==> config.mk <==
export PLATFORM = sky130hd
export DESIGN_NAME = usb_client_handle_table_core_flat
export DESIGN_NICKNAME = d
export VERILOG_FILES = /design/src/ucht_pkg.sv /design/src/ucht_in_if.sv /design/src/ucht_out_if.sv /design/src/ucht_dev_table.sv /design/src/ucht_session.sv /design/src/usb_client_handle_table_core.sv /design/src/flat_wrapper.sv
export SDC_FILE = /design/constraint.sdc
export NUM_CORES = 1
export LEC_CHECK = 0
export BUFFER_PORTS_ARGS = -buffer_cell sky130_fd_sc_hd__clkbuf_2
export CELL_PAD_IN_SITES_DETAIL_PLACEMENT = 1
export CELL_PAD_IN_SITES_GLOBAL_PLACEMENT = 2
export CORE_MARGIN = 8
export CORE_UTILIZATION = 42
export CTS_CLUSTER_SIZE = 8
export DETAILED_ROUTE_END_ITERATION = 7
export MAX_ROUTING_LAYER = met4
export PLACE_DENSITY_LB_ADDON = 0.1
export SETUP_SLACK_MARGIN = 0.5
export SLEW_MARGIN = 5
export SYNTH_ARGS = -nofsm -noshare
export SYNTH_HDL_FRONTEND = slang
export SYNTH_SLANG_ARGS = --single-unit
==> constraint.sdc <==
create_clock -name clk -period 8.5 [get_ports clk]
set_input_delay 1.7 -clock clk [delete_from_list [all_inputs] [get_ports clk]]
set_output_delay 1.7 -clock clk [all_outputs]
set_load 0.02 [all_outputs]
==> src/ucht_pkg.sv <==
package ucht_pkg;

  localparam int DEVICE_SLOTS_DEF = 8;
  localparam int CLIENT_SLOTS_DEF = 8;

  typedef enum logic [3:0] {
    REQ_ENUM_START  = 4'd0,
    REQ_PORT_STATUS = 4'd1,
    REQ_OPEN        = 4'd2,
    REQ_CLOSE       = 4'd3,
    REQ_CONTROL     = 4'd4,
    REQ_BULK_IN     = 4'd5,
    REQ_BULK_OUT    = 4'd6,
    REQ_STATUS      = 4'd7,
    REQ_RESET       = 4'd8,
    REQ_INTERRUPT   = 4'd9
  } req_t;

  typedef enum logic [2:0] {
    ST_OK           = 3'd0,
    ST_BAD_INDEX    = 3'd1,
    ST_NO_SLOTS     = 3'd2,
    ST_BAD_HANDLE   = 3'd3,
    ST_DISCONNECTED = 3'd4,
    ST_BAD_EP       = 3'd5,
    ST_STALL        = 3'd6
  } status_t;

  typedef enum logic [0:0] {
    CFG_CONTROLLER_PRESENT = 1'b0,
    CFG_PORT_TOTAL         = 1'b1
  } cfg_index_t;

  localparam logic [1:0] SPD_FULL  = 2'd1;
  localparam logic [1:0] SPD_HIGH  = 2'd2;
  localparam logic [1:0] SPD_SUPER = 2'd3;

  localparam logic [3:0] PORT_SPD_HIGH  = 4'd3;
  localparam logic [3:0] PORT_SPD_SUPER = 4'd4;
  localparam int         PORT_SPD_LSB   = 10;

  localparam logic [7:0]  CLASS_NONE    = 8'h00;
  localparam logic [7:0]  CLASS_HID     = 8'h03;
  localparam logic [7:0]  CLASS_STORAGE = 8'h08;
  localparam logic [7:0]  CLASS_HUB     = 8'h09;
  localparam logic [7:0]  CLASS_VENDOR  = 8'hFF;
  localparam logic [31:0] POLICY_ALL    = 32'h0000_00FF;

  typedef struct packed {
    logic enum_start;
    logic enum_sim;
    logic append;
  } dev_cmd_t;

  typedef struct packed {
    logic open;
    logic close;
  } sess_cmd_t;

  typedef struct packed {
    logic hit;
    logic ep_ok;
    logic free_ok;
  } sess_info_t;

  function automatic logic [1:0] decode_speed(input logic [3:0] code);
    logic [1:0] spd;
    case (code)
      PORT_SPD_HIGH:  spd = SPD_HIGH;
      PORT_SPD_SUPER: spd = SPD_SUPER;
      default:        spd = SPD_FULL;
    endcase
    return spd;
  endfunction

  function automatic logic class_allowed(input logic [31:0] policy, input logic [7:0] cls);
    logic ok;
    if (policy == POLICY_ALL) begin
      ok = 1'b1;
    end else begin
      case (cls)
        CLASS_HID:     ok = policy[0];
        CLASS_STORAGE: ok = policy[1];
        CLASS_HUB:     ok = policy[2];
        CLASS_VENDOR:  ok = policy[3];
        default:       ok = 1'b0;
      endcase
    end
    return ok;
  endfunction

endpackage

==> src/ucht_in_if.sv <==
interface ucht_in_if;
  logic        valid;
  logic        ready;
  logic [3:0]  req_type;
  logic [7:0]  port_number;
  logic [31:0] port_status;
  logic [31:0] device_index;
  logic [31:0] access_policy;
  logic [31:0] client_handle;
  logic [31:0] transfer_length;

  modport source (
    output valid, req_type, port_number, port_status, device_index,
           access_policy, client_handle, transfer_length,
    input  ready
  );

  modport sink (
    input  valid, req_type, port_number, port_status, device_index,
           access_policy, client_handle, transfer_length,
    output ready
  );
endinterface

==> src/ucht_out_if.sv <==
interface ucht_out_if;
  logic        valid;
  logic        ready;
  logic [2:0]  status_code;
  logic [31:0] reply_value;
  logic        session_state;

  modport source (
    output valid, status_code, reply_value, session_state,
    input  ready
  );

  modport sink (
    input  valid, status_code, reply_value, session_state,
    output ready
  );
endinterface

==> src/ucht_dev_table.sv <==
module ucht_dev_table
  import ucht_pkg::*;
#(
  parameter int DEVICE_SLOTS = DEVICE_SLOTS_DEF,
  localparam int DIW = (DEVICE_SLOTS > 1) ? $clog2(DEVICE_SLOTS) : 1,
  localparam int DCW = $clog2(DEVICE_SLOTS + 1)
) (
  input  logic           clk,
  input  logic           rst_n,
  input  dev_cmd_t       cmd,
  input  logic [1:0]     new_speed,
  input  logic [DIW-1:0] rd_addr,
  output logic [DCW-1:0] total,
  output logic [7:0]     rd_class,
  output logic [1:0]     rd_speed
);

  // A device entry is present exactly when its index is below the count.
  logic [7:0]     class_r [DEVICE_SLOTS];
  logic [1:0]     speed_r [DEVICE_SLOTS];
  logic [DCW-1:0] total_r;

  always_ff @(posedge clk) begin
    if (!rst_n) begin
      total_r <= '0;
      for (int i = 0; i < DEVICE_SLOTS; i++) begin
        class_r[i] <= CLASS_NONE;
        speed_r[i] <= 2'd0;
      end
    end else if (cmd.enum_start) begin
      for (int i = 0; i < DEVICE_SLOTS; i++) begin
        class_r[i] <= CLASS_NONE;
        speed_r[i] <= 2'd0;
      end
      if (cmd.enum_sim) begin
        class_r[0] <= CLASS_HID;
        speed_r[0] <= SPD_HIGH;
        total_r    <= DCW'(1);
      end else begin
        total_r <= '0;
      end
    end else if (cmd.append) begin
      class_r[total_r[DIW-1:0]] <= CLASS_NONE;
      speed_r[total_r[DIW-1:0]] <= new_speed;
      total_r                   <= total_r + DCW'(1);
    end
  end

  assign total    = total_r;
  assign rd_class = class_r[rd_addr];
  assign rd_speed = speed_r[rd_addr];

endmodule

==> src/ucht_session.sv <==
module ucht_session
  import ucht_pkg::*;
#(
  parameter int DEVICE_SLOTS = DEVICE_SLOTS_DEF,
  parameter int CLIENT_SLOTS = CLIENT_SLOTS_DEF,
  localparam int DIW = (DEVICE_SLOTS > 1) ? $clog2(DEVICE_SLOTS) : 1,
  localparam int CIW = (CLIENT_SLOTS > 1) ? $clog2(CLIENT_SLOTS) : 1
) (
  input  logic           clk,
  input  logic           rst_n,
  input  sess_cmd_t      cmd,
  input  logic [31:0]    handle,
  input  logic [DIW-1:0] open_dev,
  input  logic           open_ep_ok,
  output sess_info_t     info,
  output logic [DIW-1:0] hit_dev,
  output logic [31:0]    issue_handle
);

  logic [CLIENT_SLOTS-1:0] active_r;
  logic [31:0]             handle_r [CLIENT_SLOTS];
  logic [DIW-1:0]          dev_r    [CLIENT_SLOTS];
  logic [CLIENT_SLOTS-1:0] ep_ok_r;
  logic [31:0]             counter_r;

  logic [CIW-1:0] hit_idx;
  logic [CIW-1:0] free_idx;
  logic           hit;
  logic           free_ok;

  // Lowest matching slot wins, and the lowest free slot is taken.
  always_comb begin
    hit      = 1'b0;
    hit_idx  = '0;
    free_ok  = 1'b0;
    free_idx = '0;
    for (int i = CLIENT_SLOTS - 1; i >= 0; i--) begin
      if (active_r[i] && (handle_r[i] == handle)) begin
        hit     = 1'b1;
        hit_idx = CIW'(i);
      end
      if (!active_r[i]) begin
        free_ok  = 1'b1;
        free_idx = CIW'(i);
      end
    end
  end

  always_ff @(posedge clk) begin
    if (!rst_n) begin
      active_r  <= '0;
      counter_r <= 32'd1;
    end else begin
      if (cmd.open) begin
        active_r[free_idx] <= 1'b1;
        handle_r[free_idx] <= counter_r;
        dev_r[free_idx]    <= open_dev;
        ep_ok_r[free_idx]  <= open_ep_ok;
        counter_r          <= (counter_r == 32'hFFFF_FFFF) ? 32'd1 : counter_r + 32'd1;
      end
      if (cmd.close) begin
        active_r[hit_idx] <= 1'b0;
      end
    end
  end

  assign info.hit     = hit;
  assign info.ep_ok   = ep_ok_r[hit_idx];
  assign info.free_ok = free_ok;
  assign hit_dev      = dev_r[hit_idx];
  assign issue_handle = counter_r;

endmodule

==> src/usb_client_handle_table_core.sv <==
// Pipeline: a beat accepted into the input stage registers is decoded against the tables,
// and its result beat is registered and presented once the output register is free.
// Throughput: one beat per cycle when not stalled; table lookup and update set this rate.
// Reset (rst_n low at a clock edge, synchronous): device and session tables empty, handle
// counter at one, configuration registers zero, no beats held.
module usb_client_handle_table_core
  import ucht_pkg::*;
#(
  parameter int DEVICE_SLOTS = DEVICE_SLOTS_DEF,
  parameter int CLIENT_SLOTS = CLIENT_SLOTS_DEF
) (
  input  logic       clk,
  input  logic       rst_n,
  ucht_in_if.sink    in_ch,
  ucht_out_if.source out_ch,
  input  logic       cfg_we,
  input  logic [0:0] cfg_index,
  input  logic [7:0] cfg_data
);

  localparam int DIW = (DEVICE_SLOTS > 1) ? $clog2(DEVICE_SLOTS) : 1;
  localparam int DCW = $clog2(DEVICE_SLOTS + 1);

  logic       ctrl_present_r;
  logic [7:0] port_total_r;

  logic        s_valid_r;
  logic [3:0]  s_req_r;
  logic [7:0]  s_port_r;
  logic [31:0] s_pstat_r;
  logic [31:0] s_didx_r;
  logic [31:0] s_policy_r;
  logic [31:0] s_handle_r;
  logic [31:0] s_len_r;

  logic        out_valid_r;
  logic [2:0]  out_status_r;
  logic [31:0] out_value_r;
  logic        out_sess_r;

  logic advance;
  logic in_ready;

  dev_cmd_t       dev_cmd;
  logic [DIW-1:0] rd_addr;
  logic [DCW-1:0] dev_total;
  logic [7:0]     rd_class;
  logic [1:0]     rd_speed;

  sess_cmd_t      sess_cmd;
  sess_info_t     sess_info;
  logic [DIW-1:0] hit_dev;
  logic [31:0]    issue_handle;

  status_t     status_nxt;
  logic [31:0] value_nxt;
  logic        sess_nxt;
  logic        enum_sim;
  logic        append_ok;
  logic        dev_full;
  logic        didx_ok;
  logic        hit_dev_here;

  assign advance     = s_valid_r && (!out_valid_r || out_ch.ready);
  assign in_ready    = !s_valid_r || advance;
  assign in_ch.ready = in_ready;

  always_ff @(posedge clk) begin
    if (!rst_n) begin
      ctrl_present_r <= 1'b0;
      port_total_r   <= 8'd0;
    end else if (cfg_we) begin
      case (cfg_index_t'(cfg_index))
        CFG_CONTROLLER_PRESENT: ctrl_present_r <= cfg_data[0];
        CFG_PORT_TOTAL:         port_total_r   <= cfg_data;
        default:                ;
      endcase
    end
  end

  always_ff @(posedge clk) begin
    if (!rst_n) begin
      s_valid_r <= 1'b0;
    end else if (in_ready) begin
      s_valid_r <= in_ch.valid;
    end
  end

  always_ff @(posedge clk) begin
    if (in_ready && in_ch.valid) begin
      s_req_r    <= in_ch.req_type;
      s_port_r   <= in_ch.port_number;
      s_pstat_r  <= in_ch.port_status;
      s_didx_r   <= in_ch.device_index;
      s_policy_r <= in_ch.access_policy;
      s_handle_r <= in_ch.client_handle;
      s_len_r    <= in_ch.transfer_length;
    end
  end

  assign enum_sim     = !ctrl_present_r || (port_total_r == 8'd0);
  assign dev_full     = (32'(dev_total) >= 32'(DEVICE_SLOTS));
  assign append_ok    = ctrl_present_r && (s_port_r < port_total_r)
                        && (32'(s_port_r) < 32'(DEVICE_SLOTS)) && s_pstat_r[0] && !dev_full;
  assign didx_ok      = (s_didx_r < 32'(dev_total)) && class_allowed(s_policy_r, rd_class);
  assign hit_dev_here = (32'(hit_dev) < 32'(dev_total));
  assign rd_addr      = (req_t'(s_req_r) == REQ_OPEN) ? s_didx_r[DIW-1:0] : hit_dev;

  always_comb begin
    status_nxt          = ST_OK;
    value_nxt           = 32'd0;
    sess_nxt            = 1'b0;
    dev_cmd.enum_start  = 1'b0;
    dev_cmd.enum_sim    = enum_sim;
    dev_cmd.append      = 1'b0;
    sess_cmd.open       = 1'b0;
    sess_cmd.close      = 1'b0;
    case (req_t'(s_req_r))
      REQ_ENUM_START: begin
        dev_cmd.enum_start = advance;
        value_nxt          = 32'(enum_sim);
      end
      REQ_PORT_STATUS: begin
        dev_cmd.append = advance && append_ok;
        value_nxt      = 32'(dev_total) + 32'(append_ok);
      end
      REQ_OPEN: begin
        if (!didx_ok) begin
          status_nxt = ST_BAD_INDEX;
        end else if (!sess_info.free_ok) begin
          status_nxt = ST_NO_SLOTS;
        end else begin
          value_nxt     = issue_handle;
          sess_cmd.open = advance;
        end
      end
      REQ_CLOSE: begin
        if (!sess_info.hit) begin
          status_nxt = ST_BAD_HANDLE;
        end else begin
          sess_cmd.close = advance;
        end
      end
      REQ_CONTROL, REQ_BULK_OUT: begin
        if (!sess_info.hit) begin
          status_nxt = ST_BAD_HANDLE;
        end else if (!hit_dev_here) begin
          status_nxt = ST_DISCONNECTED;
        end else begin
          value_nxt = s_len_r;
        end
      end
      REQ_BULK_IN: begin
        if (!sess_info.hit) begin
          status_nxt = ST_BAD_HANDLE;
        end else if (!hit_dev_here) begin
          status_nxt = ST_DISCONNECTED;
        end else if (!sess_info.ep_ok) begin
          status_nxt = ST_BAD_EP;
        end
      end
      REQ_STATUS: begin
        if (!sess_info.hit) begin
          status_nxt = ST_BAD_HANDLE;
          value_nxt  = 32'(SPD_FULL);
          sess_nxt   = 1'b1;
        end else begin
          value_nxt = 32'(rd_speed);
        end
      end
      REQ_RESET: begin
        if (!sess_info.hit) begin
          status_nxt = ST_BAD_HANDLE;
        end
      end
      default: begin
        status_nxt = ST_STALL;
      end
    endcase
  end

  ucht_dev_table #(
    .DEVICE_SLOTS(DEVICE_SLOTS)
  ) u_dev_table (
    .clk      (clk),
    .rst_n    (rst_n),
    .cmd      (dev_cmd),
    .new_speed(decode_speed(s_pstat_r[PORT_SPD_LSB +: 4])),
    .rd_addr  (rd_addr),
    .total    (dev_total),
    .rd_class (rd_class),
    .rd_speed (rd_speed)
  );

  ucht_session #(
    .DEVICE_SLOTS(DEVICE_SLOTS),
    .CLIENT_SLOTS(CLIENT_SLOTS)
  ) u_session (
    .clk         (clk),
    .rst_n       (rst_n),
    .cmd         (sess_cmd),
    .handle      (s_handle_r),
    .open_dev    (s_didx_r[DIW-1:0]),
    .open_ep_ok  (s_policy_r[7:0] != 8'd0),
    .info        (sess_info),
    .hit_dev     (hit_dev),
    .issue_handle(issue_handle)
  );

  always_ff @(posedge clk) begin
    if (!rst_n) begin
      out_valid_r <= 1'b0;
    end else if (advance) begin
      out_valid_r <= 1'b1;
    end else if (out_ch.ready) begin
      out_valid_r <= 1'b0;
    end
  end

  always_ff @(posedge clk) begin
    if (advance) begin
      out_status_r <= status_nxt;
      out_value_r  <= value_nxt;
      out_sess_r   <= sess_nxt;
    end
  end

  assign out_ch.valid         = out_valid_r;
  assign out_ch.status_code   = out_status_r;
  assign out_ch.reply_value   = out_value_r;
  assign out_ch.session_state = out_sess_r;

endmodule
==> src/flat_wrapper.sv <==
// flat-port wrapper written by rule: the top's interface ports become plain ports
module usb_client_handle_table_core_flat import ucht_pkg::*;
#(
  parameter int DEVICE_SLOTS = DEVICE_SLOTS_DEF,
  parameter int CLIENT_SLOTS = CLIENT_SLOTS_DEF
)
  (clk, rst_n, cfg_we, cfg_index, cfg_data, in_ch_valid, in_ch_req_type, in_ch_port_number, in_ch_port_status, in_ch_device_index, in_ch_access_policy, in_ch_client_handle, in_ch_transfer_length, in_ch_ready, out_ch_valid, out_ch_status_code, out_ch_reply_value, out_ch_session_state, out_ch_ready);
  ucht_in_if in_ch_i ();
  ucht_out_if out_ch_i ();
  input  logic clk;
  input  logic rst_n;
  input  logic cfg_we;
  input  logic [0:0] cfg_index;
  input  logic [7:0] cfg_data;
  input wire logic [$bits(in_ch_i.valid)-1:0] in_ch_valid;
  input wire logic [$bits(in_ch_i.req_type)-1:0] in_ch_req_type;
  input wire logic [$bits(in_ch_i.port_number)-1:0] in_ch_port_number;
  input wire logic [$bits(in_ch_i.port_status)-1:0] in_ch_port_status;
  input wire logic [$bits(in_ch_i.device_index)-1:0] in_ch_device_index;
  input wire logic [$bits(in_ch_i.access_policy)-1:0] in_ch_access_policy;
  input wire logic [$bits(in_ch_i.client_handle)-1:0] in_ch_client_handle;
  input wire logic [$bits(in_ch_i.transfer_length)-1:0] in_ch_transfer_length;
  output wire logic [$bits(in_ch_i.ready)-1:0] in_ch_ready;
  output wire logic [$bits(out_ch_i.valid)-1:0] out_ch_valid;
  output wire logic [$bits(out_ch_i.status_code)-1:0] out_ch_status_code;
  output wire logic [$bits(out_ch_i.reply_value)-1:0] out_ch_reply_value;
  output wire logic [$bits(out_ch_i.session_state)-1:0] out_ch_session_state;
  input wire logic [$bits(out_ch_i.ready)-1:0] out_ch_ready;
  assign in_ch_i.valid = in_ch_valid;
  assign in_ch_i.req_type = in_ch_req_type;
  assign in_ch_i.port_number = in_ch_port_number;
  assign in_ch_i.port_status = in_ch_port_status;
  assign in_ch_i.device_index = in_ch_device_index;
  assign in_ch_i.access_policy = in_ch_access_policy;
  assign in_ch_i.client_handle = in_ch_client_handle;
  assign in_ch_i.transfer_length = in_ch_transfer_length;
  assign in_ch_ready = in_ch_i.ready;
  assign out_ch_valid = out_ch_i.valid;
  assign out_ch_status_code = out_ch_i.status_code;
  assign out_ch_reply_value = out_ch_i.reply_value;
  assign out_ch_session_state = out_ch_i.session_state;
  assign out_ch_i.ready = out_ch_ready;
  usb_client_handle_table_core #(.DEVICE_SLOTS(DEVICE_SLOTS), .CLIENT_SLOTS(CLIENT_SLOTS)) u_core (.clk(clk), .rst_n(rst_n), .in_ch(in_ch_i), .out_ch(out_ch_i), .cfg_we(cfg_we), .cfg_index(cfg_index), .cfg_data(cfg_data));
endmodule
Word-level counts from Yosys, hierarchy flattened. Memory sizes are Yosys's and may differ from the RTL's. Index checks and enable logic that the tools add are counted.

Memory bits (writable): 312. Register bits after elaboration: 253. Logic and storage cells: 232. Bits in latches: 0. Output and inout bits: 38. Memory bits (read-only): 0. Memories: 4. Bits of input ports: 186.

Divide/modulo/power cells: 0. Equality and inequality tests: 24. Bitwise operators: 22. Muxes and demuxes: 114. Add/subtract/negate cells: 3. $lt $le $gt $ge: 9. Reduce and logical (&&, ||, !) cells: 38. $mul: 0. Shifts and indexed selects: 0.

Memories: u_core.u_session.handle_r (words 8, width 32, read ports 8, clocked after Yosys merged registers in 0, write ports 1, line ucht_session.sv:21) `logic [31:0] handle_r [CLIENT_SLOTS];`; u_core.u_session.dev_r (words 8, width 3, read ports 1, clocked after Yosys merged registers in 0, write ports 1, line ucht_session.sv:22) `logic [DIW-1:0] dev_r [CLIENT_SLOTS];`; u_core.u_dev_table.class_r (words 8, width 2, read ports 1, clocked after Yosys merged registers in 0, write ports 8, line ucht_dev_table.sv:19) `logic [7:0] class_r [DEVICE_SLOTS];`; u_core.u_dev_table.speed_r (words 8, width 2, read ports 1, clocked after Yosys merged registers in 0, write ports 8, line ucht_dev_table.sv:20) `logic [1:0] speed_r [DEVICE_SLOTS];`.

Operators by type and width (count): == test 32 bit (8); two-way mux 32 bit (5); case mux 32 bit (5 select lines) (1); two-way mux 3 bit (25); two-way mux 1 bit (48); two-way mux 2 bit (23); adder 32 x 1 -> 32 bit (second input constant) (1); == test 32 bit (second input constant) (1); == test 32 x 8 -> 1 bit (second input constant) (1); less-than comparator 32 x 4 -> 1 bit (1); two-way mux 8 bit (3); == test 4 x 3 -> 1 bit (second input constant) (5); logical AND 1 bit (18); bitwise OR 1 bit (18); == test 8 x 4 -> 1 bit (second input constant) (2); case mux 3 bit (5 select lines) (1); == test 4 x 2 -> 1 bit (second input constant) (3); bitwise AND 8 bit (1); bitwise mux 8 bit (1); == test 8 x 2 -> 1 bit (second input constant) (1); == test 8 bit (second input constant) (1); logical NOT 8 bit (1); less-than comparator 3 x 4 -> 1 bit (second input constant) (2); less-than comparator 8 x 4 -> 1 bit (second input constant) (1); other kinds (24) (38).

Longest topological paths before layout. Gate-level depths: netlist of the first run. An unclocked memory read counts as a cell.

Word-level depth: 24. Depth in mapped cells: 19. Depth with buffers taken out: 16.

Cells and area by module. Synthesis of the first run repeated with hierarchy kept, for this count alone.

Cell total of the unflattened synthesis: 1568. Area total of the unflattened synthesis: 22880.7 µm².

Modules (own cells, without submodules): ucht_session (seq. area each 9449.1 µm², instances 1, cells each 1054, area each 14570.2 µm²); usb_client_handle_table_core (seq. area each 5655.4 µm², instances 1, cells each 417, area each 7189.4 µm²); ucht_dev_table (seq. area each 580.6 µm², instances 1, cells each 97, area each 1121.1 µm²).

Worst setup path before layout of the first run. No wires, ideal clock.

Path type: reg-to-reg. Start point: register u_core.s_handle_r[3]. End point: memory u_core.u_session.dev_r[2][0] in the netlist's numbering (enable). Data required time: 8071 ps. Period minus slack after synthesis: 6142 ps. Setup time: 429 ps. Buffers on the path: 3. Setup slack: 2358 ps. Stages on the path, launching flop included: 16. Arrival: 5712 ps. Cells stage by stage: edfxtp_1 > clkbuf_1 > xor2_1 > nor4_1 > nand4_1 > or4_1 > and3_1 > a22oi_2 > mux2_4 > o2bb2ai_2 > or4_4 > a211oi_2 > buf_6 > clkbuf_1 > nand3_1 > nor2_1.

Cells in the longest elaborated chain, start to end: 22. Elaborated cells on any way between the ends: 39. Classes of those cells: eq/ne (12); mux (16); reduce/logical (9); memory (2).

Ends and longest elaborated chain: start, declared (line usb_client_handle_table_core.sv:33) `logic [31:0] s_handle_r;`; start signal, assigned (line usb_client_handle_table_core.sv:96) `s_handle_r <= in_ch.client_handle;`; == test 32 bit (line ucht_session.sv:38) `if (active_r[i] && (handle_r[i] == handle)) begin`; logical AND 1 bit (line ucht_session.sv:38); two-way mux 3 bit (7 in a row) (line ucht_session.sv:38); two-way mux 3 bit * (line ucht_session.sv:38); memory (8 x 3 bit) *; two-way mux 3 bit * (line usb_client_handle_table_core.sv:107) `assign rd_addr = (req_t'(s_req_r) == REQ_OPEN) ? s_didx_r[DIW-1:0] : hit_dev;`; memory (8 x 2 bit) *; == test 8 bit (tied with other cells) (line ucht_pkg.sv:81) `case (cls)`; case mux 1 bit (4 select lines) * (line ucht_pkg.sv:81); two-way mux 1 bit * (line ucht_pkg.sv:78) `if (policy == POLICY_ALL) begin`; logical AND 1 bit * (line usb_client_handle_table_core.sv:105) `assign didx_ok = (s_didx_r < 32'(dev_total)) && class_allowed(s_policy_r, rd_class);`; two-way mux 1 bit * (line usb_client_handle_table_core.sv:128) `if (!didx_ok) begin`; two-way mux 1 bit * (line usb_client_handle_table_core.sv:118) `case (req_t'(s_req_r))`; two-way mux 1 bit * (line ucht_session.sv:54) `if (cmd.open) begin`; two-way mux 1 bit * (line ucht_session.sv:50) `if (!rst_n) begin`; two-way mux 1 bit (not written as such) * (line ucht_session.sv:57) `dev_r[free_idx] <= open_dev;`; end, declared (line ucht_session.sv:22).

Every way passes the cells marked *; elsewhere a longest branch is shown, timed or not.

Worst setup path after layout of the first run.
Start point: register u_core.s_handle_r[0]. End point: memory u_core.u_session.handle_r[5][28] (enable).

Cells in the longest elaborated chain, start to end: 22. Elaborated cells on any way between the ends: 39. Classes of those cells: eq/ne (12); mux (16); reduce/logical (9); memory (2).

Ends and longest elaborated chain: == test 32 bit (line ucht_session.sv:38); logical AND 1 bit (line ucht_session.sv:38); two-way mux 3 bit (7 in a row) (line ucht_session.sv:38); two-way mux 3 bit * (line ucht_session.sv:38); memory (8 x 3 bit) *; two-way mux 3 bit * (line usb_client_handle_table_core.sv:107); memory (8 x 2 bit) *; == test 8 bit (tied with other cells) (line ucht_pkg.sv:81); case mux 1 bit (4 select lines) * (line ucht_pkg.sv:81); two-way mux 1 bit * (line ucht_pkg.sv:78); logical AND 1 bit * (line usb_client_handle_table_core.sv:105); two-way mux 1 bit * (line usb_client_handle_table_core.sv:128); two-way mux 1 bit * (line usb_client_handle_table_core.sv:118); two-way mux 1 bit * (line ucht_session.sv:54); two-way mux 1 bit * (line ucht_session.sv:50); two-way mux 1 bit (not written as such) * (line ucht_session.sv:56) `handle_r[free_idx] <= counter_r;`; end, declared (line ucht_session.sv:21).

Marks and branches as above.

==> key figures, run 1 <==
Run status
  • Outcome: completed

Setup path
  • Worst-path cell chain: xor2_1 -> nor4_1 -> nand4_1 -> or4_1 -> and3_1 -> a22oi_2 -> mux2_4 -> o2bb2ai_2 -> or4_4 -> a211oi_4 -> nand3_1 -> nor2_4 -> buf_4
  • Critical path arrival: 7400 ps
  • Critical path startpoint: u_core.s_handle_r[0]
  • FF-to-FF setup slack: 1390 ps
  • Buf/Inv on CP: 1
  • Max Fanout on Critical Path: 23
  • Setup crit end kind: flip-flop
  • Worst setup SP type: flip-flop
  • RR Endpoint: u_core.u_session.handle_r[5][28]
  • Family with the most delay on the worst path: simple AND/OR/NAND/NOR gates
  • Worst R2R Path Depth: 13
  • Setup CP Type: reg2reg
  • RR Startpoint: u_core.s_handle_r[0]
  • CP max-delay cell: edfxtp_1
  • Req. time, crit path: 8790 ps
  • Highest cell delay on the worst timing path: 920 ps

Layout
  • Commonest cells after routing, fill and taps aside: 485 x edfxtp_1, 196 x clkbuf_2, 161 x xor2_1, 99 x xnor2_1, 92 x nor4_1
  • Final Util: 0.4996
  • Fraction of layout cells with a size suffix above 1: 0.1771
  • Diodes inserted: 0
  • Final net count: 2062
  • Commonest non-fill, non-tap cell in the layout: edfxtp_1
  • Area grow syn2layout: 17.72%
  • Finished Layout Cells: 2605
  • Fillers: 5355

Yosys
  • FF+latch count, synth: 541
  • Yosys cell types: 71
  • FFs w/ async S/R, synth: 0
  • Yosys warnings: 0
  • Post-Synthesis Net Count: roughly 1800
  • Syn_area_per_cell: 14.10 um^2
  • Mapped Area: ~23000 um^2
  • Post-synth EDFFs: just under 500
  • Main flop type after synthesis: edfxtp_1
  • Post-synthesis sequential area ratio: 0.6867
  • Gate Count Post-Synth: 1620

Timing
  • Final setup vio count: 0
  • Tmin final: 7107 ps
  • Worst slew pin tran: 1144 ps
  • Final hold vios: 0
  • Final count of pins violating max slew: 0
  • Aggregate negative setup slack: 0 ps
  • Final hold slack: approximately 480 ps
  • Tcrit/Tclk final: 0.8362
  • Max Fclk: between 100 and 150 MHz
  • RSZ-0062 raised after global routing: false
  • Worst setup margin: 1393 ps
  • Setup Skew: 16.59 ps
  • Slew margin rel.: 0.2361

Power
  • P_leak: 9.640 nW
  • Pwr Density: between 200 and 250 nW/um^2
  • Worst vdd ir: 0.1763 mV

Clock tree
  • Htree depth: 3
  • Post-CTS Setup Bufs: 0
  • Hold Buf Count CTS: 0
  • Cts repair resizes: 0
  • Worst-path clk slew: 50 ps
  • Clock sinks: 541
  • Root buf cell: clkbuf_16
  • CTS Buffer Depth: 3
  • TritonCTS Buffers: 77
  • Clock Latency Late Sink: between 600 and 700 ps
  • CTS tree: built

Floorplanning
  • Die area: 62100 um^2
  • Num rows: 85
  • Die Wd: about 250 um
  • Io pins: around 220
  • CORE AREA: 53810 um^2
  • Initial Util: 0.4244
  • Die Ht: roughly 250 um

Drt
  • Routed length per instance: 28.17 um
  • Detailed router's first-iteration violation count: 1244
  • Antenna Nets Post-Route: 0
  • Routed Wire Length: 73390 um
  • Routed vias: 14797
  • Pre-antenna DRT Iters: 5
  • Remaining routing DRC violations: 0
  • Vias/cell: 5.680

Hold path
  • Hold Crit Depth: 2
  • Hold Path End: u_core.port_total_r[3]
  • Hold path start: u_core.port_total_r[3]
  • Worst hold path type: reg2reg

Place
  • DPL Wire Length: between 50000 and 60000 um
  • Placed Instances: between 2000 and 2500
  • Pre-CTS worst setup slack: 1433 ps
  • Gp weighted congestion: 0.9029
  • Port bufs: 196

GRT
  • Antenna violations before repair: 0
  • Largest net degree at the start of global routing: 82
  • Global Route Usage Sum: 0.2374
  • GR Overflow Total: 0
  • Vias in the first global route: 15587
  • Global-route wire length before repair: 105300 um

Job
  • Max-Cap Viols: 0
-- where the power goes --
group / internal [W] / leakage [nW] / switching, W
combinational: 0.0000864 / 3.14 / 0.000140
sequential: 0.00294 / 5.45 / 0.0000665
clock: 0.00170 / 1.06 / 0.00114
-- how the worst max path moves through the flow --
stage	to	slack [ps]	cells past startpoint
6_report	u_core.u_session.handle_r[5][28]	1390	13
5_1_grt	u_core.u_session.handle_r[5][31]	1120	13
4_1_cts	u_core.u_session.handle_r[6][23]	1420	13
3_5_place_dp	u_core.u_session.handle_r[5][13]	1430	13
3_3_place_gp	u_core.u_session.handle_r[5][1]	1460	13
2_1_floorplan	u_core.u_session.dev_r[2][0]	2360	15
-- stage by stage --
| stage | instance area (um^2) | total power [W] |
|---|---|---|
| global placement | 24670 | 0.003273 |
| CTS | 26890 | 0.006131 |
| global route | 26890 | 0.006247 |
| detailed placement | 24670 | 0.003280 |
| floorplan | 22840 | 0.003155 |
| finish | 26890 | 0.006070 |
-- layout make-up --
| cell class | count | area [um^2] | area share |
|---|---|---|---|
| clock buffers | 123 | 2121 | 0.07888 |
| clock inverters | 6 | 100.1 | 0.003723 |
| inverters | 27 | 101.3 | 0.003769 |
| multi-input cells | 989 | 6825 | 0.2539 |
| flip-flops and latches | 541 | 15690 | 0.5834 |
| well taps | 696 | 870.8 | 0.03239 |
| repair buffers | 223 | 1184 | 0.04402 |
-- kinds of logic (layout without fill, tap and decap cells) --
group                      count (synthesis)  in the layout  share of synthesized area
buffers and inverters                     90            379                    0.01780
muxes                                     24             24                    0.01096
AOI/OAI and AO/OA                        181            181                    0.05292
adders and majority gates                 17             17                   0.009312
DFF                                      541            541                     0.6867
and+or+nand+nor                          507            507                     0.1226
xor gates and xnor gates                 260            260                    0.09970
-- cell usage after synthesis, types with 3 or more instances --
library cell	number	area (um^2)
mux2i_1	19	190.2
nor3_1	23	115.1
or2_2	3	18.77
o21ai_1	5	25.02
a31oi_1	4	25.02
edfxtp_1	485	14560
o21ai_0	45	225.2
a211oi_1	4	30.03
nor2b_1	6	37.54
clkbuf_1	28	105.1
xor2_1	161	1410
or4_1	12	90.09
xnor2_1	99	867.1
nand2_1	91	341.6
nand2b_1	12	75.07
nand3b_1	6	45.04
nand4b_1	9	78.83
nand4_1	56	350.3
nor4_1	93	581.8
nor3b_1	4	30.03
o31ai_1	5	37.54
a21oi_1	56	280.3
and2_1	6	37.54
a2111oi_0	3	26.28
nor2_1	59	221.5
and3_1	21	131.4
nor4b_1	7	61.31
nand3_1	51	255.2
or3_1	40	250.2
dfxtp_1	56	1121
inv_1	25	93.84
mux2_2	4	45.04
buf_4	6	45.04
ha_1	17	212.7
buf_2	25	125.1
o21bai_1	3	22.52
a22o_1	27	236.5
-- worst min-delay path: stages, from the launching register on --
cell and delay (ps):
dfxtp_1 320, nand2_1 60, a21oi_1 50
-- registers in the layout (all words and copies together) (netlist names), 3 cells and up --
register                       count
u_core.u_session.handle_r        256
u_core.s_port_r                    8
u_core.out_ch.status_code          3
u_core.s_didx_r                   32
u_core.u_dev_table.speed_r        16
u_core.s_handle_r                 32
u_core.u_session.dev_r            24
u_core.u_dev_table.total           4
u_core.s_pstat_r                   5
u_core.port_total_r                8
u_core.u_session.active_r          8
u_core.s_len_r                    32
u_core.out_ch.reply_value         32
u_core.s_policy_r                 32
u_core.u_session.ep_ok_r           8
u_core.s_req_r                     4
u_core.u_session.issue_handle     32
-- layer usage --
metal | up-vias | global-route usage | routed length, um
met1 | 7501 | 0.3068 | 31850
met4 | 0 | 0.07426 | 2216
met5 | - | - | 0
met3 | 122 | 0.04058 | 4331
met2 | 519 | 0.3811 | 35000
li1 | 6655 | - | -
(Power assumes the default switching activity.)
==> inputs of run 2 (changes only) <==
- clock period: 8.5 -> 7 ns (I/O delays scaled with it)
==> run 2 against run 1 <==
First-iteration DRC count up 2.9%. Largest power group unchanged. Hold slack worse by 1.4 ps. Register-to-register slack got worse by 610 ps. Non-clock buffer count grew 15.
==> key figures, run 2 (same netlist as run 1, synthesis figures left out) <==
Power
  • Logic pwr share: 0.039
  • Cell-internal power: 0.005757 W
  • Worst vdd ir: 0.1750 mV
  • Flop pwr share: 0.492
  • Switching part of the total: 0.2225
  • Clk pwr share: 0.470
  • Pwr Density: 273.5 nW/um^2
  • Total Power: ~0.0074 W
  • P_leak: 9.731 nW
  • Sw power: 0.001648 W

Clock tree
  • Hold Buf Count CTS: 0
  • TritonCTS Buffers: 77
  • CTS tree: built
  • Worst-path clk slew: 50 ps
  • Clock sinks: ~540
  • Root buf cell: clkbuf_16
  • CTS Buffer Depth: 3
  • Htree depth: 3
  • Clock Latency Late Sink: roughly 620 ps

Hold path
  • Worst hold path type: reg2reg

Floorplanning
  • Num rows: 85
  • Die Ht: 249.2 um
  • Die area: 62100 um^2
  • Initial Util: 0.4244
  • CORE AREA: 53810 um^2
  • Die Wd: 249.2 um
  • Io pins: ~220

Setup path
  • Max Fanout on Critical Path: 27
  • Highest cell delay on the worst timing path: 850 ps
  • Family with the most delay on the worst path: simple AND/OR/NAND/NOR gates
  • Worst-path cell chain: xor2_1 -> nor4_1 -> nand4_1 -> or4_1 -> and3_1 -> a22oi_2 -> buf_4 -> mux2i_1 -> nor2_1 -> or4_4 -> a211oi_4 -> buf_4 -> nand4_1 -> or3_1 -> a21oi_1
  • Setup CP Type: reg2reg
  • Worst setup SP type: flip-flop
  • Critical path arrival: 6760 ps
  • Setup crit end kind: flip-flop
  • CP max-delay cell: edfxtp_1
  • Req. time, crit path: 7550 ps
  • Buf/Inv on CP: 2

GRT
  • Antenna violations before repair: 1
  • Vias in the first global route: between 15000 and 20000
  • Global-route wire length before repair: 107300 um
  • Global Route Usage Sum: 0.2405
  • Largest net degree at the start of global routing: 64
  • GR Overflow Total: 0

Place
  • Gp weighted congestion: 0.9223
  • DPL Wire Length: 52460 um
  • Port bufs: 196
  • Area after DPL: 24830 um^2

Drt
  • Pre-antenna DRT Iters: 5
  • Remaining routing DRC violations: 0
  • Detailed router's first-iteration violation count: between 1000 and 1500
  • Antenna Nets Post-Route: 0
  • Vias/cell: 5.713
  • Routed vias: between 10000 and 15000
  • Routed length per instance: 28.08 um
  • Routed Wire Length: ~74000 um

Layout
  • Commonest cells after routing, fill and taps aside: 485 x edfxtp_1, 196 x clkbuf_2, 161 x xor2_1, 99 x xnor2_1
  • Fin area: 27070 um^2
  • Largest register FFs: 256
  • Final net count: 2077
  • Area grow syn2layout: 18.52%
  • Fraction of layout cells with a size suffix above 1: 0.1844
  • Commonest non-fill, non-tap cell in the layout: edfxtp_1
  • Biggest register: u_core.u_session.handle_r
  • Diodes inserted: 0

Job
  • Max-Cap Viols: 0

Timing
  • Final count of pins violating max slew: 0
  • Tcrit/Tclk final: 0.8881
  • Worst slew pin tran: 963.4 ps
  • Max Fclk: 160.9 MHz
  • Final hold vios: 0
  • Tmin final: roughly 6200 ps
  • Aggregate negative setup slack: 0 ps
  • Setup Skew: 18.33 ps
  • Final setup vio count: 0
  • RSZ-0062 raised after global routing: false
  • Slew margin rel.: 0.3569

Run status
  • Outcome: completed
[run 2: cell types whose count changed in the layout (fill, tap and decap cells not counted)]
cell,previous run,this run
nor4_2,1,2
buf_12,0,4
clkbuf_8,0,1
buf_4,27,38
nor4_1,92,91
[run 2: final cells by class]
| cell class | count | area [um^2] |
|---|---|---|
| fillers | 5359 | 26740 |
| flip-flops and latches | 541 | 15690 |
| multi-input cells | 989 | 6832 |
| clock buffers | 124 | 2135 |
| repair buffers | 238 | 1346 |
| well taps | 696 | 870.8 |
| inverters | 27 | 101.3 |
| clock inverters | 6 | 100.1 |
[run 2: per-stage QoR]
step / std cells / hold WS [ps] / utilization / setup slack [ps]
finish: 2621 / 476.3 / 0.5030 / 783.2
global route: 2621 / 485.7 / 0.5030 / 572.7
CTS: 2621 / 476.6 / 0.5029 / 743.8
detailed placement: 2491 / 473.5 / 0.4614 / 770.1
global placement: 2491 / 464.6 / 0.4614 / 961.4
floorplan: 1620 / 449.0 / - / 858.4
[run 2: power by group through the flow]
stage               sequential [W]  combinational, W  clock [W]
detailed placement         0.00370          0.000283          0
CTS                        0.00364          0.000286    0.00355
finish                     0.00364          0.000286    0.00348
floorplan                  0.00366          0.000172          0
global placement           0.00370          0.000277          0
global route               0.00364          0.000310    0.00366
[run 2: worst reg2reg max path: cells and delay by family, from the launching register on]
kind                      cells  cell delay (ps)
and+or+nand+nor               8             3070
AOI/OAI and AO/OA             3             1150
DFF                           1              850
buffers and inverters         2              700
muxes                         1              200
xor gates and xnor gates      1              190
[run 2: metal layers]
| layer | track usage | part of all wire | vias up |
|---|---|---|---|
| met5 | - | 0 | - |
| met4 | 0.09282 | 0.039 | 0 |
| met3 | 0.03797 | 0.061 | 139 |
| met2 | 0.3825 | 0.48 | 561 |
| met1 | 0.3089 | 0.43 | 7601 |
| li1 | - | - | 6673 |
[run 2: timing repair]
action | 4_1_cts | 5_1_grt
endpoints found under the setup margin | 0 | 12
gates resized for setup | 0 | 1
setup buffers | 0 | 0
[run 2: worst paths after layout]
path | from | endpoint | slack (ps) | cells after the start
setup / recovery | u_core.s_handle_r[27] | u_core.u_session.issue_handle[22] | 780 | 15
hold / removal | u_core.port_total_r[0] | u_core.port_total_r[0] | 480 | 2
setup reg to reg | u_core.s_handle_r[27] | u_core.u_session.issue_handle[22] | 780 | 15
hold reg to reg | u_core.port_total_r[0] | u_core.port_total_r[0] | 480 | 2
==> inputs of run 3 (changes only) <==
- ABC_AREA: unset -> 1
- CORE_UTILIZATION: 42 -> 39
==> run 3 against run 2 <==
Cell area rose by 0.93%. Non-clock buffer count fell by 14. Highest routed layer unchanged. Core utilization fell by 3.8 points. Clock power barely moved. Die area rose by 8.3%. Largest power group unchanged.
==> key figures, run 3 <==
Yosys
  • FF+latch count, synth: ~540
  • FFs w/ async S/R, synth: 0
  • Dominant cells by area after synthesis: edfxtp_1 63%, nand2_1 7.7%, dfxtp_1 4.9%
  • Post-synthesis sequential area ratio: 0.6792
  • Largest family of logic cells by synthesized area: simple AND/OR/NAND/NOR gates
  • Mux contribution to synthesized area: 0
  • Synth Area in Compound Gates: 0.06339
  • Post-Synthesis Net Count: 2289
  • Synth cell count leaders: 485 x edfxtp_1, 475 x nand2_1, 222 x nor2_1
  • Biggest area consumer among synthesized cells: edfxtp_1
  • Synth Area in Simple Gates: 0.1736
  • Most common cell in the netlist: edfxtp_1
  • Mapped Area: about 23000 um^2
  • Adder-cell share of the synthesized area: 0.009210
  • Main flop type after synthesis: edfxtp_1
  • Yosys cell types: 53
  • Xor-xnor portion of the synthesized cell area: 0.02541
  • Syn_area_per_cell: 11.07 um^2
  • Gate Count Post-Synth: 2086
  • Post-synth EDFFs: 485
  • Yosys warnings: 0
  • Yosys top cell area share: 0.6306

GRT
  • Vias in the first global route: 17746
  • GR Overflow Total: 0
  • Global Route Usage Sum: 0.2332
  • Antenna violations before repair: 2
  • Largest net degree at the start of global routing: 90
  • Global-route wire length before repair: 112200 um

Timing
  • Final setup vio count: 0
  • Final hold vios: 0
  • Worst slew pin tran: around 1100 ps
  • RSZ-0062 raised after global routing: false
  • Slew margin rel.: 0.2295
  • Setup Skew: 23.49 ps
  • Tcrit/Tclk final: 0.8498
  • Tmin final: 5949 ps
  • Aggregate negative setup slack: 0 ps
  • Final count of pins violating max slew: 0
  • Max Fclk: 168.1 MHz

Layout
  • Commonest cells after routing, fill and taps aside: 485 x edfxtp_1, 474 x nand2_1, 215 x nor2_1, 211 x inv_1, 196 x clkbuf_2
  • Area grow syn2layout: 18.30%
  • Largest register FFs: about 260
  • Fillers: 6388
  • Register area: 15690 um^2
  • Commonest non-fill, non-tap cell in the layout: edfxtp_1
  • Fraction of layout cells with a size suffix above 1: 0.1572
  • Biggest register: u_core.u_session.handle_r
  • Final Util: 0.4647
  • Final net count: 2537
  • Multi-input gate area: 6339 um^2

Place
  • DPL Wire Length: 53860 um
  • Port bufs: 196
  • Gp weighted congestion: between 0.8 and 0.9

Floorplanning
  • Die area: slightly below 70000 um^2
  • CORE AREA: roughly 60000 um^2
  • Initial Util: 0.3928
  • Io pins: 224
  • Die Wd: 259.3 um
  • Die Ht: 259.3 um
  • Num rows: 89

Power
  • Sw power: 0.001656 W
  • Logic pwr share: 0.038
  • Switching part of the total: 0.2245
  • Cell-internal power: 0.005721 W
  • Worst vdd ir: approximately 0.27 mV
  • Clk pwr share: 0.471
  • Flop pwr share: 0.490
  • Pwr Density: 270.0 nW/um^2
  • P_leak: 10.36 nW

Drt
  • Routed Wire Length: 76540 um
  • Pre-antenna DRT Iters: 6
  • Detailed router's first-iteration violation count: 999
  • Antenna Nets Post-Route: 0
  • Vias/cell: 5.220
  • Remaining routing DRC violations: 0
  • Routed length per instance: ~24 um
  • Routed vias: 16434

Setup path
  • Highest cell delay on the worst timing path: 580 ps
  • Critical path's most frequent cell: nand2_1
  • CP max-delay cell: inv_1
  • Setup crit end kind: flip-flop
  • Worst-path cell chain: inv_1 -> o21ai_1 -> a211oi_1 -> nand2_1 -> nor2_1 -> nand3_1 -> nor2_2 -> inv_1 -> nand2_1 -> nand2_1 -> nand2_2 -> nand2_1 -> nand3_1 -> nand2_1 -> nor2_2 -> nand2_1 -> nand2_1 -> nand2_1 -> o21ai_4 -> nand3_4 -> nor2_2 -> nand2_1 -> nor2_4 -> buf_4
  • Critical path arrival: between 6000 and 7000 ps
  • Req. time, crit path: ~7300 ps
  • Max Fanout on Critical Path: 36
  • Setup CP Type: reg2reg
  • Worst setup SP type: flip-flop

Clock tree
  • Root buf cell: clkbuf_16
  • CTS Buffer Depth: 3
  • Clock Latency Late Sink: roughly 630 ps
  • Htree depth: 3
  • TritonCTS Buffers: 78
  • Worst-path clk slew: 50 ps
  • Clock sinks: roughly 540
  • CTS tree: built

Job
  • Max-Cap Viols: 0

Hold path
  • Worst hold path type: reg2reg

Run status
  • Outcome: completed
==> run 3: worst max-delay path: cells and delay by family (launching register included) <==
| kind | cells | cell delay [ps] |
|---|---|---|
| AO/OA/AOI/OAI | 3 | 640 |
| buffers and inverters | 3 | 1100 |
| AND/OR/NAND/NOR | 18 | 3230 |
| flip-flops | 1 | 540 |
==> run 3: per-layer routing <==
| metal | GRT usage | wire length [um] |
|---|---|---|
| met1 | 0.2770 | 31970 |
| met2 | 0.3925 | 37570 |
| met3 | 0.05190 | 4687 |
| met4 | 0.07488 | 2313 |
| met5 | - | 0 |
==> run 3: area by class of cell <==
class                   instances  share of cell area
flip-flops and latches        541              0.5741
multi-input cells            1265              0.2320
clock buffers                 109             0.07570
repair buffers                224             0.04589
well taps                     773             0.03540
inverters                     224             0.03096
clock inverters                10            0.005770
diodes                          2           0.0001832
==> run 3: power by group through the flow <==
stage	combinational, W	clock, W	sequential (W)
2_1_floorplan	0.000152	0	0.00367
3_3_place_gp	0.000280	0	0.00368
3_5_place_dp	0.000288	0	0.00368
4_1_cts	0.000289	0.00356	0.00362
5_1_grt	0.000314	0.00367	0.00362
6_report	0.000283	0.00348	0.00362
==> run 3: path summary, 6_finish.rpt <==
check                                            start                                to  slack, ps  cells after the start
worst min-delay path            u_core.port_total_r[0]            u_core.port_total_r[0]        480                      2
worst max-delay path             u_core.s_handle_r[19]  u_core.u_session.handle_r[3][28]       1050                     24
worst max register to register   u_core.s_handle_r[19]  u_core.u_session.handle_r[3][28]       1050                     24
worst min register to register  u_core.port_total_r[0]            u_core.port_total_r[0]        480                      2
==> run 3: what timing repair did <==
action	CTS	global route
gates resized for setup	0	1
setup buffers	0	0
endpoints found under the setup margin	0	36
hold buffers	0	0
==> run 3: cell families (layout without fill, tap and decap cells) <==
kind of cell    count (synthesis)  after routing
xor+xnor                       67             67
buf+inv                       280            567
fa+ha+maj                      17             17
other cells                     0              2
simple gates                  936            936
compound gates                245            245
flops                         541            541
==> run 3: per-stage QoR <==
| stage | instance area [um^2] | instances | setup slack (ps) | power (W) | hold WS, ps |
|---|---|---|---|---|---|
| detailed placement | 25090 | 3027 | 845.2 | 0.003967 | 478.5 |
| floorplan | 23090 | 2086 | 1937 | 0.003817 | 443.9 |
| global route | 27320 | 3147 | 558.4 | 0.007600 | 520.1 |
| finish | 27320 | 3148 | 1051 | 0.007377 | 480.3 |
| global placement | 25090 | 3027 | 928.6 | 0.003956 | 473.5 |
| CTS | 27310 | 3146 | 821.8 | 0.007462 | 486.0 |
